[config.mk]
export PLATFORM = sky130hd
export DESIGN_NAME = siphash_128_stream
export DESIGN_NICKNAME = d
export VERILOG_FILES = /design/src/hw/rtl/sh128_pkg.sv /design/src/hw/rtl/sh128_seq.sv /design/src/hw/rtl/sh128_dp.sv /design/src/hw/rtl/siphash_128_stream.sv
export SDC_FILE = /design/constraint.sdc
export NUM_CORES = 2
export LEC_CHECK = 0
export BUFFER_PORTS_ARGS = -buffer_cell sky130_fd_sc_hd__buf_2
export CORE_ASPECT_RATIO = 1.75
export CORE_MARGIN = 2
export CORE_UTILIZATION = 57
export CTS_CLUSTER_DIAMETER = 120
export DETAILED_ROUTE_END_ITERATION = 12
export HOLD_SLACK_MARGIN = 0.1
export PLACE_DENSITY = 0.79
export SYNTH_ARGS = -nofsm -noshare
export SYNTH_HDL_FRONTEND = slang
export SYNTH_SLANG_ARGS = --single-unit
[constraint.sdc]
create_clock -name clk -period 9.42 [get_ports clk]
set_input_delay 1.884 -clock clk [delete_from_list [all_inputs] [get_ports clk]]
set_output_delay 1.884 -clock clk [all_outputs]
set_load 0.01 [all_outputs]
[src/hw/rtl/sh128_pkg.sv]
// ----------------------------------------------------------------------------
// sh128_pkg
// Constants, microcode format, control program and SipRound for the
// streaming SipHash-2-4 128-bit block.
// ----------------------------------------------------------------------------
package sh128_pkg;

    localparam logic [63:0] SIP_C0   = 64'h736f6d6570736575;
    localparam logic [63:0] SIP_C1   = 64'h646f72616e646f6d;
    localparam logic [63:0] SIP_C2   = 64'h6c7967656e657261;
    localparam logic [63:0] SIP_C3   = 64'h7465646279746573;
    localparam logic [63:0] SIP_MODE = 64'h00000000000000ee;

    localparam int CFG_IDX_W = 1;
    localparam logic [CFG_IDX_W-1:0] REG_KEY_LOW  = 1'b0;
    localparam logic [CFG_IDX_W-1:0] REG_KEY_HIGH = 1'b1;

    typedef logic [3:0] step_t;

    localparam step_t STEP_WAIT    = 4'd0;
    localparam step_t STEP_ROUND_A = 4'd1;
    localparam step_t STEP_ROUND_B = 4'd2;
    localparam step_t STEP_TAIL    = 4'd3;
    localparam step_t STEP_FIN0    = 4'd4;
    localparam step_t STEP_FIN1    = 4'd5;
    localparam step_t STEP_FIN2    = 4'd6;
    localparam step_t STEP_FIN3    = 4'd7;
    localparam step_t STEP_EMIT    = 4'd8;

    typedef enum logic [2:0] {
        JMP_NEXT,
        JMP_GOTO,
        JMP_INPUT,
        JMP_WORD,
        JMP_OUTPUT
    } jump_t;

    typedef struct packed {
        logic  accept;
        logic  round;
        logic  pre_m;
        logic  pre_mode;
        logic  post_m;
        logic  load_tail;
        logic  emit;
        jump_t jump;
        step_t target;
    } ucode_t;

    typedef struct packed {
        logic full;
        logic last;
        logic out_free;
    } dp_status_t;

    typedef struct packed {
        logic [63:0] v0;
        logic [63:0] v1;
        logic [63:0] v2;
        logic [63:0] v3;
    } lanes_t;

    function automatic ucode_t ucode_rom(input step_t step);
        ucode_t w;
        w = '0;
        case (step)
            STEP_WAIT:
            begin
                w.accept = 1'b1;
                w.jump   = JMP_INPUT;
            end
            STEP_ROUND_A:
            begin
                w.round = 1'b1;
                w.pre_m = 1'b1;
            end
            STEP_ROUND_B:
            begin
                w.round  = 1'b1;
                w.post_m = 1'b1;
                w.jump   = JMP_WORD;
                w.target = STEP_FIN0;
            end
            STEP_TAIL:
            begin
                w.load_tail = 1'b1;
                w.jump      = JMP_GOTO;
                w.target    = STEP_ROUND_A;
            end
            STEP_FIN0:
            begin
                w.round    = 1'b1;
                w.pre_mode = 1'b1;
            end
            STEP_FIN1, STEP_FIN2, STEP_FIN3:
            begin
                w.round = 1'b1;
            end
            STEP_EMIT:
            begin
                w.emit   = 1'b1;
                w.jump   = JMP_OUTPUT;
                w.target = STEP_WAIT;
            end
            default:
            begin
                w.jump   = JMP_GOTO;
                w.target = STEP_WAIT;
            end
        endcase
        return w;
    endfunction

    function automatic lanes_t sip_round(input lanes_t s);
        lanes_t      r;
        logic [63:0] v0;
        logic [63:0] v1;
        logic [63:0] v2;
        logic [63:0] v3;
        v0 = s.v0 + s.v1;
        v1 = {s.v1[50:0], s.v1[63:51]} ^ v0;
        v0 = {v0[31:0], v0[63:32]};
        v2 = s.v2 + s.v3;
        v3 = {s.v3[47:0], s.v3[63:48]} ^ v2;
        v0 = v0 + v3;
        v3 = {v3[42:0], v3[63:43]} ^ v0;
        v2 = v2 + v1;
        v1 = {v1[46:0], v1[63:47]} ^ v2;
        v2 = {v2[31:0], v2[63:32]};
        r.v0 = v0;
        r.v1 = v1;
        r.v2 = v2;
        r.v3 = v3;
        return r;
    endfunction

endpackage

[src/hw/rtl/sh128_seq.sv]
// ----------------------------------------------------------------------------
// sh128_seq
// Step counter and control store; issues one control word per cycle.
// ----------------------------------------------------------------------------
module sh128_seq
    import sh128_pkg::*;
(
    input  logic       clk,
    input  logic       rst_n,
    input  logic       in_valid,
    input  dp_status_t status,
    output ucode_t     ctrl
);

    step_t pc_reg;
    step_t pc_next;
    step_t pc_inc;

    always_comb
    begin
        ctrl   = ucode_rom(pc_reg);
        pc_inc = pc_reg + step_t'(1);
        case (ctrl.jump)
            JMP_NEXT:   pc_next = pc_inc;
            JMP_GOTO:   pc_next = ctrl.target;
            JMP_INPUT:  pc_next = in_valid ? pc_inc : pc_reg;
            JMP_WORD:
            begin
                if (!status.full)
                    pc_next = ctrl.target;
                else if (!status.last)
                    pc_next = STEP_WAIT;
                else
                    pc_next = pc_inc;
            end
            JMP_OUTPUT: pc_next = status.out_free ? ctrl.target : pc_reg;
            default:    pc_next = STEP_WAIT;
        endcase
    end

    always_ff @(posedge clk or negedge rst_n)
    begin
        if (!rst_n)
            pc_reg <= STEP_WAIT;
        else
            pc_reg <= pc_next;
    end

endmodule

[src/hw/rtl/sh128_dp.sv]
// ----------------------------------------------------------------------------
// sh128_dp
// Lane datapath: key registers, message block, one SipRound per cycle,
// byte count and the output register.
// ----------------------------------------------------------------------------
module sh128_dp
    import sh128_pkg::*;
(
    input  logic                 clk,
    input  logic                 rst_n,
    input  ucode_t               ctrl,
    input  logic                 cfg_we,
    input  logic [CFG_IDX_W-1:0] cfg_index,
    input  logic [63:0]          cfg_wdata,
    input  logic                 in_valid,
    input  logic [63:0]          data_word,
    input  logic [3:0]           byte_count,
    input  logic                 last,
    input  logic                 out_ready,
    output dp_status_t           status,
    output logic                 out_valid,
    output logic [63:0]          hash_low,
    output logic [63:0]          hash_high
);

    logic [63:0] key_low_reg, key_low_next;
    logic [63:0] key_high_reg, key_high_next;
    lanes_t      lanes_reg, lanes_next;
    logic [63:0] m_reg, m_next;
    logic [7:0]  len_reg, len_next;
    logic        inmsg_reg, inmsg_next;
    logic        full_reg, full_next;
    logic        last_reg, last_next;
    logic        out_valid_reg, out_valid_next;
    logic [63:0] hash_low_reg, hash_low_next;
    logic [63:0] hash_high_reg, hash_high_next;

    logic        fire;
    logic        out_free;
    logic [3:0]  cnt;
    logic [7:0]  base_len;
    logic [7:0]  new_len;
    logic [63:0] tail;
    lanes_t      pre;
    lanes_t      post;

    assign fire     = ctrl.accept && in_valid;
    assign out_free = !out_valid_reg || out_ready;

    always_comb
    begin
        cnt      = (byte_count > 4'd8) ? 4'd8 : byte_count;
        base_len = inmsg_reg ? len_reg : 8'd0;
        new_len  = base_len + {4'd0, cnt};
        tail     = '0;
        for (int i = 0; i < 8; i++)
        begin
            if (4'(i) < cnt)
                tail[8*i +: 8] = data_word[8*i +: 8];
        end
        tail[63:56] = new_len;

        pre = lanes_reg;
        if (ctrl.pre_m)
            pre.v3 = pre.v3 ^ m_reg;
        if (ctrl.pre_mode)
            pre.v2 = pre.v2 ^ SIP_MODE;
        post = sip_round(pre);
        if (ctrl.post_m)
            post.v0 = post.v0 ^ m_reg;
    end

    always_comb
    begin
        key_low_next   = key_low_reg;
        key_high_next  = key_high_reg;
        lanes_next     = lanes_reg;
        m_next         = m_reg;
        len_next       = len_reg;
        inmsg_next     = inmsg_reg;
        full_next      = full_reg;
        last_next      = last_reg;
        out_valid_next = out_valid_reg;
        hash_low_next  = hash_low_reg;
        hash_high_next = hash_high_reg;

        if (cfg_we)
        begin
            case (cfg_index)
                REG_KEY_LOW:  key_low_next  = cfg_wdata;
                REG_KEY_HIGH: key_high_next = cfg_wdata;
                default:      ;
            endcase
        end

        if (fire)
        begin
            if (!inmsg_reg)
            begin
                lanes_next.v0 = SIP_C0 ^ key_low_reg;
                lanes_next.v1 = SIP_C1 ^ key_high_reg ^ SIP_MODE;
                lanes_next.v2 = SIP_C2 ^ key_low_reg;
                lanes_next.v3 = SIP_C3 ^ key_high_reg;
            end
            full_next  = (cnt == 4'd8);
            last_next  = last;
            m_next     = (cnt == 4'd8) ? data_word : tail;
            len_next   = new_len;
            inmsg_next = 1'b1;
        end

        if (ctrl.round)
            lanes_next = post;

        if (ctrl.load_tail)
        begin
            m_next    = {len_reg, 56'd0};
            full_next = 1'b0;
        end

        if (out_valid_reg && out_ready)
            out_valid_next = 1'b0;

        if (ctrl.emit && out_free)
        begin
            hash_low_next  = lanes_reg.v0 ^ lanes_reg.v1 ^ lanes_reg.v2 ^ lanes_reg.v3;
            hash_high_next = lanes_reg.v1 ^ lanes_reg.v3;
            out_valid_next = 1'b1;
            inmsg_next     = 1'b0;
        end
    end

    always_ff @(posedge clk or negedge rst_n)
    begin
        if (!rst_n)
        begin
            key_low_reg   <= '0;
            key_high_reg  <= '0;
            lanes_reg     <= '0;
            len_reg       <= '0;
            inmsg_reg     <= 1'b0;
            full_reg      <= 1'b0;
            last_reg      <= 1'b0;
            out_valid_reg <= 1'b0;
        end
        else
        begin
            key_low_reg   <= key_low_next;
            key_high_reg  <= key_high_next;
            lanes_reg     <= lanes_next;
            len_reg       <= len_next;
            inmsg_reg     <= inmsg_next;
            full_reg      <= full_next;
            last_reg      <= last_next;
            out_valid_reg <= out_valid_next;
        end
    end

    always_ff @(posedge clk)
    begin
        m_reg         <= m_next;
        hash_low_reg  <= hash_low_next;
        hash_high_reg <= hash_high_next;
    end

    assign status.full     = full_reg;
    assign status.last     = last_reg;
    assign status.out_free = out_free;
    assign out_valid       = out_valid_reg;
    assign hash_low        = hash_low_reg;
    assign hash_high       = hash_high_reg;

endmodule

[src/hw/rtl/siphash_128_stream.sv]
// ----------------------------------------------------------------------------
// siphash_128_stream
// Keyed SipHash-2-4, 128-bit mode with a custom output fold, over a byte
// message that arrives as little-endian 64-bit beats.
//
//   channel | direction | handshake            | payload
//   --------+-----------+----------------------+------------------------------
//   cfg     | in        | cfg_we               | cfg_index, cfg_wdata
//   in      | in        | in_valid / in_ready  | data_word, byte_count, last
//   out     | out       | out_valid / out_ready| hash_low, hash_high
//
// A non-final full beat is accepted, then runs two SipRounds, one round per
// cycle in the shared round unit.
// A closing short beat goes on to four finalization rounds and the emit step;
// a closing full beat first adds an extra tail block. Emit registers the result.
// The result register holds one hash; the next beat is taken while it waits,
// and a following close stalls at its emit step until the register drains.
// Reset clears keys, lanes, count and all control state.
// ----------------------------------------------------------------------------
module siphash_128_stream
    import sh128_pkg::*;
(
    input  logic                 clk,
    input  logic                 rst_n,
    input  logic                 cfg_we,
    input  logic [CFG_IDX_W-1:0] cfg_index,
    input  logic [63:0]          cfg_wdata,
    input  logic                 in_valid,
    output logic                 in_ready,
    input  logic [63:0]          data_word,
    input  logic [3:0]           byte_count,
    input  logic                 last,
    output logic                 out_valid,
    input  logic                 out_ready,
    output logic [63:0]          hash_low,
    output logic [63:0]          hash_high
);

    ucode_t     ctrl;
    dp_status_t status;

    sh128_seq u_seq (
        .clk      (clk),
        .rst_n    (rst_n),
        .in_valid (in_valid),
        .status   (status),
        .ctrl     (ctrl)
    );

    sh128_dp u_dp (
        .clk        (clk),
        .rst_n      (rst_n),
        .ctrl       (ctrl),
        .cfg_we     (cfg_we),
        .cfg_index  (cfg_index),
        .cfg_wdata  (cfg_wdata),
        .in_valid   (in_valid),
        .data_word  (data_word),
        .byte_count (byte_count),
        .last       (last),
        .out_ready  (out_ready),
        .status     (status),
        .out_valid  (out_valid),
        .hash_low   (hash_low),
        .hash_high  (hash_high)
    );

    assign in_ready = ctrl.accept;

endmodule

==> impl_results.md, run 1 <==
* Synthesis-stage register bit count at around 600
* Ranking of synthesized cells by instance count: sky130_fd_sc_hd__xnor2_1, sky130_fd_sc_hd__nand2_1, sky130_fd_sc_hd__a21oi_1, sky130_fd_sc_hd__dfrtp_1, sky130_fd_sc_hd__xor2_1
* CTS sink cnt at about 590
* Synth Area per Inst at slightly above 9 um^2
* Largest area contributor in the netlist: sky130_fd_sc_hd__dfrtp_1
* Initial Util at 57.7%
* GP Congestion at 1.31
* GRT overflow at ~170
* Num ports at approximately 270
* Mapped Area at approximately 0.043 mm^2
* Number of global-route vias before repair at between 40,000 and 50,000
* Cell Rows at roughly 130
* Port buffer count at about 270
* Count of unique library cells instantiated by Yosys at 96
* Horizontal die dimension at around 210 um
* Cell at the root of the clock tree: sky130_fd_sc_hd__clkbuf_16
* First-pass GRT wire length at about 350 mm
* FFs w/ async S/R, synth at 67.6%
* Overall fraction of global-route tracks in use at a little over three fifths
* Deepest level of the CTS H-tree at 2
* Stopping stage: global routing (5_1_grt)
* Sequential element share of the synthesized area at 35.0%
* Inserted Clock Buffers at 55
* Result of the run: aborted with a tool error
* Largest net degree at the start of global routing at approximately 180
* Half-perimeter wire length after placement at around 180 mm
* Number of cells produced by synthesis at ~4,700
* Nets in the synthesized netlist at roughly 5,100
* Resize count post-CTS at 0
* Hold buffer count at CTS at 0
* Number of warnings issued by yosys at 0
* Top-area cell type share of the netlist area at approximately 23%
* Most common cell in the netlist: sky130_fd_sc_hd__xnor2_1
* Largest buffer count on any clock path at 3
* Top flip-flop cell by instance count after synthesis: sky130_fd_sc_hd__dfrtp_1
* Number of enable flip-flop cells after synthesis at 136
* Post-CTS setup buffer count at 0
* Halt Reason: [ERROR GRT-0116] Global routing finished with congestion. Check the congestion regions in the DRC Viewer.
* Synth area leaders: sky130_fd_sc_hd__dfrtp_1, sky130_fd_sc_hd__xnor2_1, sky130_fd_sc_hd__edfxtp_1
* Vertical die dimension at 369 um
==> logic make-up after synthesis <==
group | synth area share (%)
xor+xnor | 18.1
mux | 3.48
fa+ha+maj | 7.67
compound gates | 21.4
buf+inv | 3.16
simple gates | 11.2
flops | 35.0
==> per-layer routing <==
layer | global-route usage (%) | overflow
met4 | 63.5 | 78
met1 | 65.9 | 1
met5 | 3.77 | 0
met2 | 87.1 | 94
met3 | 32.7 | 1
==> metrics by stage <==
| stage | hold slack (ns) | cell area, um^2 | std cells | worst slack [ns] |
|---|---|---|---|---|
| 4_1_cts | 0.499 | 49000 | 6087 | 0.951 |
| 3_5_place_dp | 0.482 | 47100 | 5983 | 1.05 |
| 3_3_place_gp | 0.479 | 47100 | 5983 | 1.18 |
| 2_1_floorplan | 0.441 | 43400 | 4712 | 1.89 |
==> run 2, diff against run 1 <==
--- a/config.mk
+++ b/config.mk
@@ -6,13 +6,10 @@
 export NUM_CORES = 2
 export LEC_CHECK = 0
 export BUFFER_PORTS_ARGS = -buffer_cell sky130_fd_sc_hd__buf_2
-export CORE_ASPECT_RATIO = 1.75
 export CORE_MARGIN = 2
-export CORE_UTILIZATION = 57
-export CTS_CLUSTER_DIAMETER = 120
+export CORE_UTILIZATION = 40
 export DETAILED_ROUTE_END_ITERATION = 12
-export HOLD_SLACK_MARGIN = 0.1
-export PLACE_DENSITY = 0.79
+export PLACE_DENSITY_LB_ADDON = 0.15
 export SYNTH_ARGS = -nofsm -noshare
 export SYNTH_HDL_FRONTEND = slang
 export SYNTH_SLANG_ARGS = --single-unit
==> constraint.sdc (replaced) <==
create_clock -name clk -period 12.2 [get_ports clk]
set_input_delay 2.44 -clock clk [delete_from_list [all_inputs] [get_ports clk]]
set_output_delay 2.44 -clock clk [all_outputs]
set_load 0.01 [all_outputs]
==> impl_results.md, run 2 <==
* Final count of hold timing violations at 0
* MaxCap Viol Count at 2
* Remaining max-slew budget at the tightest pin at -1.55%
* Worst Setup SP: u_seq.pc_reg[2]$_DFFE_PN0P_
* Maximum achievable frequency at 90.6 MHz
* Type of the most critical hold path: flop to flop
* GR Util met3 at approximately a tenth
* Per-cell routed wire length at 37.4 um
* Synth area leaders: sky130_fd_sc_hd__dfrtp_1, sky130_fd_sc_hd__xnor2_1, sky130_fd_sc_hd__edfxtp_1 (unchanged)
* Top flip-flop cell by instance count after synthesis: sky130_fd_sc_hd__dfrtp_1 (unchanged)
* Cell at the root of the clock tree: sky130_fd_sc_hd__clkbuf_16 (unchanged)
* RR Startpoint: u_seq.pc_reg[2]$_DFFE_PN0P_
* Overall fraction of global-route tracks in use at 41.9%
* Largest buffer count on any clock path at 3 (unchanged)
* Net count, final at ~5,300
* Resize count post-CTS at 0 (unchanged)
* Post-CTS setup buffer count at 0 (unchanged)
* First-pass GRT wire length at 320 mm
* Final Skew at around 0.036 ns
* Critical Path Sink: u_dp.lanes_reg[255]$_DFFE_PN0P_
* Number of flip-flops under the largest register name at 256
* Routed vias at 39,800
* Count of unique library cells instantiated by Yosys at 96 (unchanged)
* Layout cell share with drive strength beyond 1 at a little over an eighth
* Count of fill cells added during filler insertion at 10,600
* Synthesis-stage register bit count at 592 (unchanged)
* GRT overflow at 0
* Endpoint class of the critical path: flop
* Most common cell in the netlist: sky130_fd_sc_hd__xnor2_1 (unchanged)
* Hold buffer count at CTS at 0 (unchanged)
* Remaining design rule violation count at 0
* FF-to-FF setup slack at approximately 1.2 ns
* Final ANT Viol Nets at 0
* Nets in the synthesized netlist at 5,114 (unchanged)
* Deepest level of the CTS H-tree at 3 (was 2)
* Number of antenna violations at the first check in global routing at 24
* CTS sink cnt at 592 (unchanged)
* Met1 GRT Util at roughly 56%
* Die Footprint at 0.111 mm^2
* Initial Util at 40.4% (was 57.7%)
* Sequential element share of the synthesized area at 35.0% (unchanged)
* CTS tree: built
* Critical path start-end classification: flop to flop
* Unrepaired setup endpoints after global routing: no
* Required time of the critical path at roughly 13 ns
* Most frequent cells in the layout: sky130_fd_sc_hd__nand2_1, sky130_fd_sc_hd__xnor2_1, sky130_fd_sc_hd__a21oi_1
* Slew @ Worst Pin at between 1.5 and 2 ns
* Core Footprint at between 0.1 and 0.15 mm^2
* Ranking of synthesized cells by instance count: sky130_fd_sc_hd__xnor2_1, sky130_fd_sc_hd__nand2_1, sky130_fd_sc_hd__a21oi_1, sky130_fd_sc_hd__dfrtp_1, sky130_fd_sc_hd__xor2_1 (unchanged)
* Number of enable flip-flop cells after synthesis at 136 (unchanged)
* Violation count after the first detailed-routing iteration at between 4,000 and 5,000
* Minimum clock period after layout at between 10 and 15 ns
* Setup violators final at 0
* Signal arrival time at the worst endpoint at roughly 12 ns
* CTS clock-pin slew for the worst setup and hold paths at 0.06 ns
* Number of global-route vias before repair at 37,700
* Met2 track demand over resource at 60.9%
* Port buffer count at 268 (unchanged)
* Largest net degree at the start of global routing at 130
* Cell type with the highest occurrence count on the critical path: sky130_fd_sc_hd__o21ai_0
* Number of warnings issued by yosys at 0 (unchanged)
* Routed wire length at 237 mm
* Via count normalized by instance count at between 6 and 7
* Result of the run: finished with violations (was aborted with a tool error)
* Largest area contributor in the netlist: sky130_fd_sc_hd__dfrtp_1 (unchanged)
* Ratio of final minimum period to clock period at 90.5%
* Fraction of the core area covered by cells at the end of the flow at between 40% and 50%
* First-pass detailed-route iteration total at 5
* Number of max-slew violations in the final report at 7
* Highest-delay cell along the critical path: sky130_fd_sc_hd__xor2_1
* Top-area cell type share of the netlist area at 23.1% (unchanged)
* Synth Area per Inst at 9.21 um^2 (unchanged)
* Num ports at 269 (unchanged)
* Half-perimeter wire length after placement at 200 mm (was 180 mm)
* Mapped Area at 0.0434 mm^2 (unchanged)
* Clock latency of the later-clocked register in the worst-skew pair at ~0.68 ns
* Vertical die dimension at 333 um (was 369 um)
* Type of element launching the critical path: flop
* Setup tns final at 0 ns
* Reg-to-reg endpoint: u_dp.lanes_reg[255]$_DFFE_PN0P_
* Inserted Clock Buffers at 71 (was 55)
* Largest stage delay, worst path at around 1.1 ns
* Layout Area Growth over Synthesis at 11.9%
* Worst Reg2Reg Path Length in Cells at 30
* Violations in the final reports: capacitance limit, slew limit
* Most common library cell in the layout ignoring fill and taps: sky130_fd_sc_hd__nand2_1
* Horizontal die dimension at 333 um (was 213 um)
* Cell Rows at 120 (was 133)
* GP Congestion at 1.13 (was 1.31)
* Largest fanout of any net on the critical path at 18
* Number of cells produced by synthesis at 4,712 (unchanged)
* FFs w/ async S/R, synth at 67.6% (unchanged)
* Busiest layer in global routing: met2
run 2: worst min path at each step:
stage | from | end | slack (ns) | cells after the start
floorplan | u_dp.m_reg[2]$_SDFFE_PP0P_ | u_dp.m_reg[2]$_SDFFE_PP0P_ | 0.44 | 2
global placement | u_dp.key_high_reg[57]$_DFFE_PN0P_ | u_dp.key_high_reg[57]$_DFFE_PN0P_ | 0.48 | 1
detailed placement | u_dp.key_high_reg[2]$_DFFE_PN0P_ | u_dp.key_high_reg[2]$_DFFE_PN0P_ | 0.49 | 1
CTS | u_dp.m_reg[5]$_SDFFE_PP0P_ | u_dp.m_reg[5]$_SDFFE_PP0P_ | 0.50 | 2
global route | u_dp.key_high_reg[17]$_DFFE_PN0P_ | u_dp.key_high_reg[17]$_DFFE_PN0P_ | 0.51 | 1
finish | u_dp.key_high_reg[36]$_DFFE_PN0P_ | u_dp.key_high_reg[36]$_DFFE_PN0P_ | 0.50 | 1
run 2: area by class of cell:
type	count	area, um^2	share of cell area (%)
Antenna cell	14	35.0	0.0721
Clock buffer	91	1930	3.98
Clock inverter	37	302	0.621
Inverter	95	357	0.734
Multi-Input combinational cell	3760	27000	55.6
Sequential cell	592	15200	31.3
Tap cell	1403	1760	3.61
Timing Repair Buffer	347	1980	4.08
run 2: metrics by stage:
stage,setup WS [ns],hold WS (ns),instance area [um^2],std cells
after floorplan,0.248,0.441,43400,4712
after global placement,1.69,0.479,46300,6197
after detailed placement,1.75,0.486,46300,6197
after CTS,1.69,0.495,48500,6325
after global routing,1.07,0.508,48500,6329
final,1.16,0.497,48600,6339
run 2: critical path, delay by kind of cell (launching register included):
| family | cells | cell delay [ns] |
|---|---|---|
| AOI/OAI and AO/OA | 12 | 4.19 |
| buffers and inverters | 1 | 0.43 |
| and+or+nand+nor | 8 | 1.88 |
| xor gates and xnor gates | 6 | 2.68 |
| DFF | 1 | 0.53 |
| adders and majority gates | 3 | 1.13 |
run 2: cells by family (layout without fill, tap and decap cells):
group,Yosys count,after routing,synth area share [%]
DFF,592,592,35.0
other,0,14,0
muxes,135,135,3.48
xor gates and xnor gates,852,852,18.1
buffers and inverters,360,570,3.16
AOI/OAI and AO/OA,1452,1452,21.4
and+or+nand+nor,1058,1058,11.2
adders and majority gates,263,263,7.67
run 2: metal layers:
metal  vias up  routed length [um]
met3       453               20500
met4        12               17700
met2      2083               98600
met1     20000              100000
li1      17200                   -
met5         -                  79
Power of run 2 is left out: the tool's default activity adds up to more than one toggle a clock period on the data nets, which glitch-free logic cannot reach.
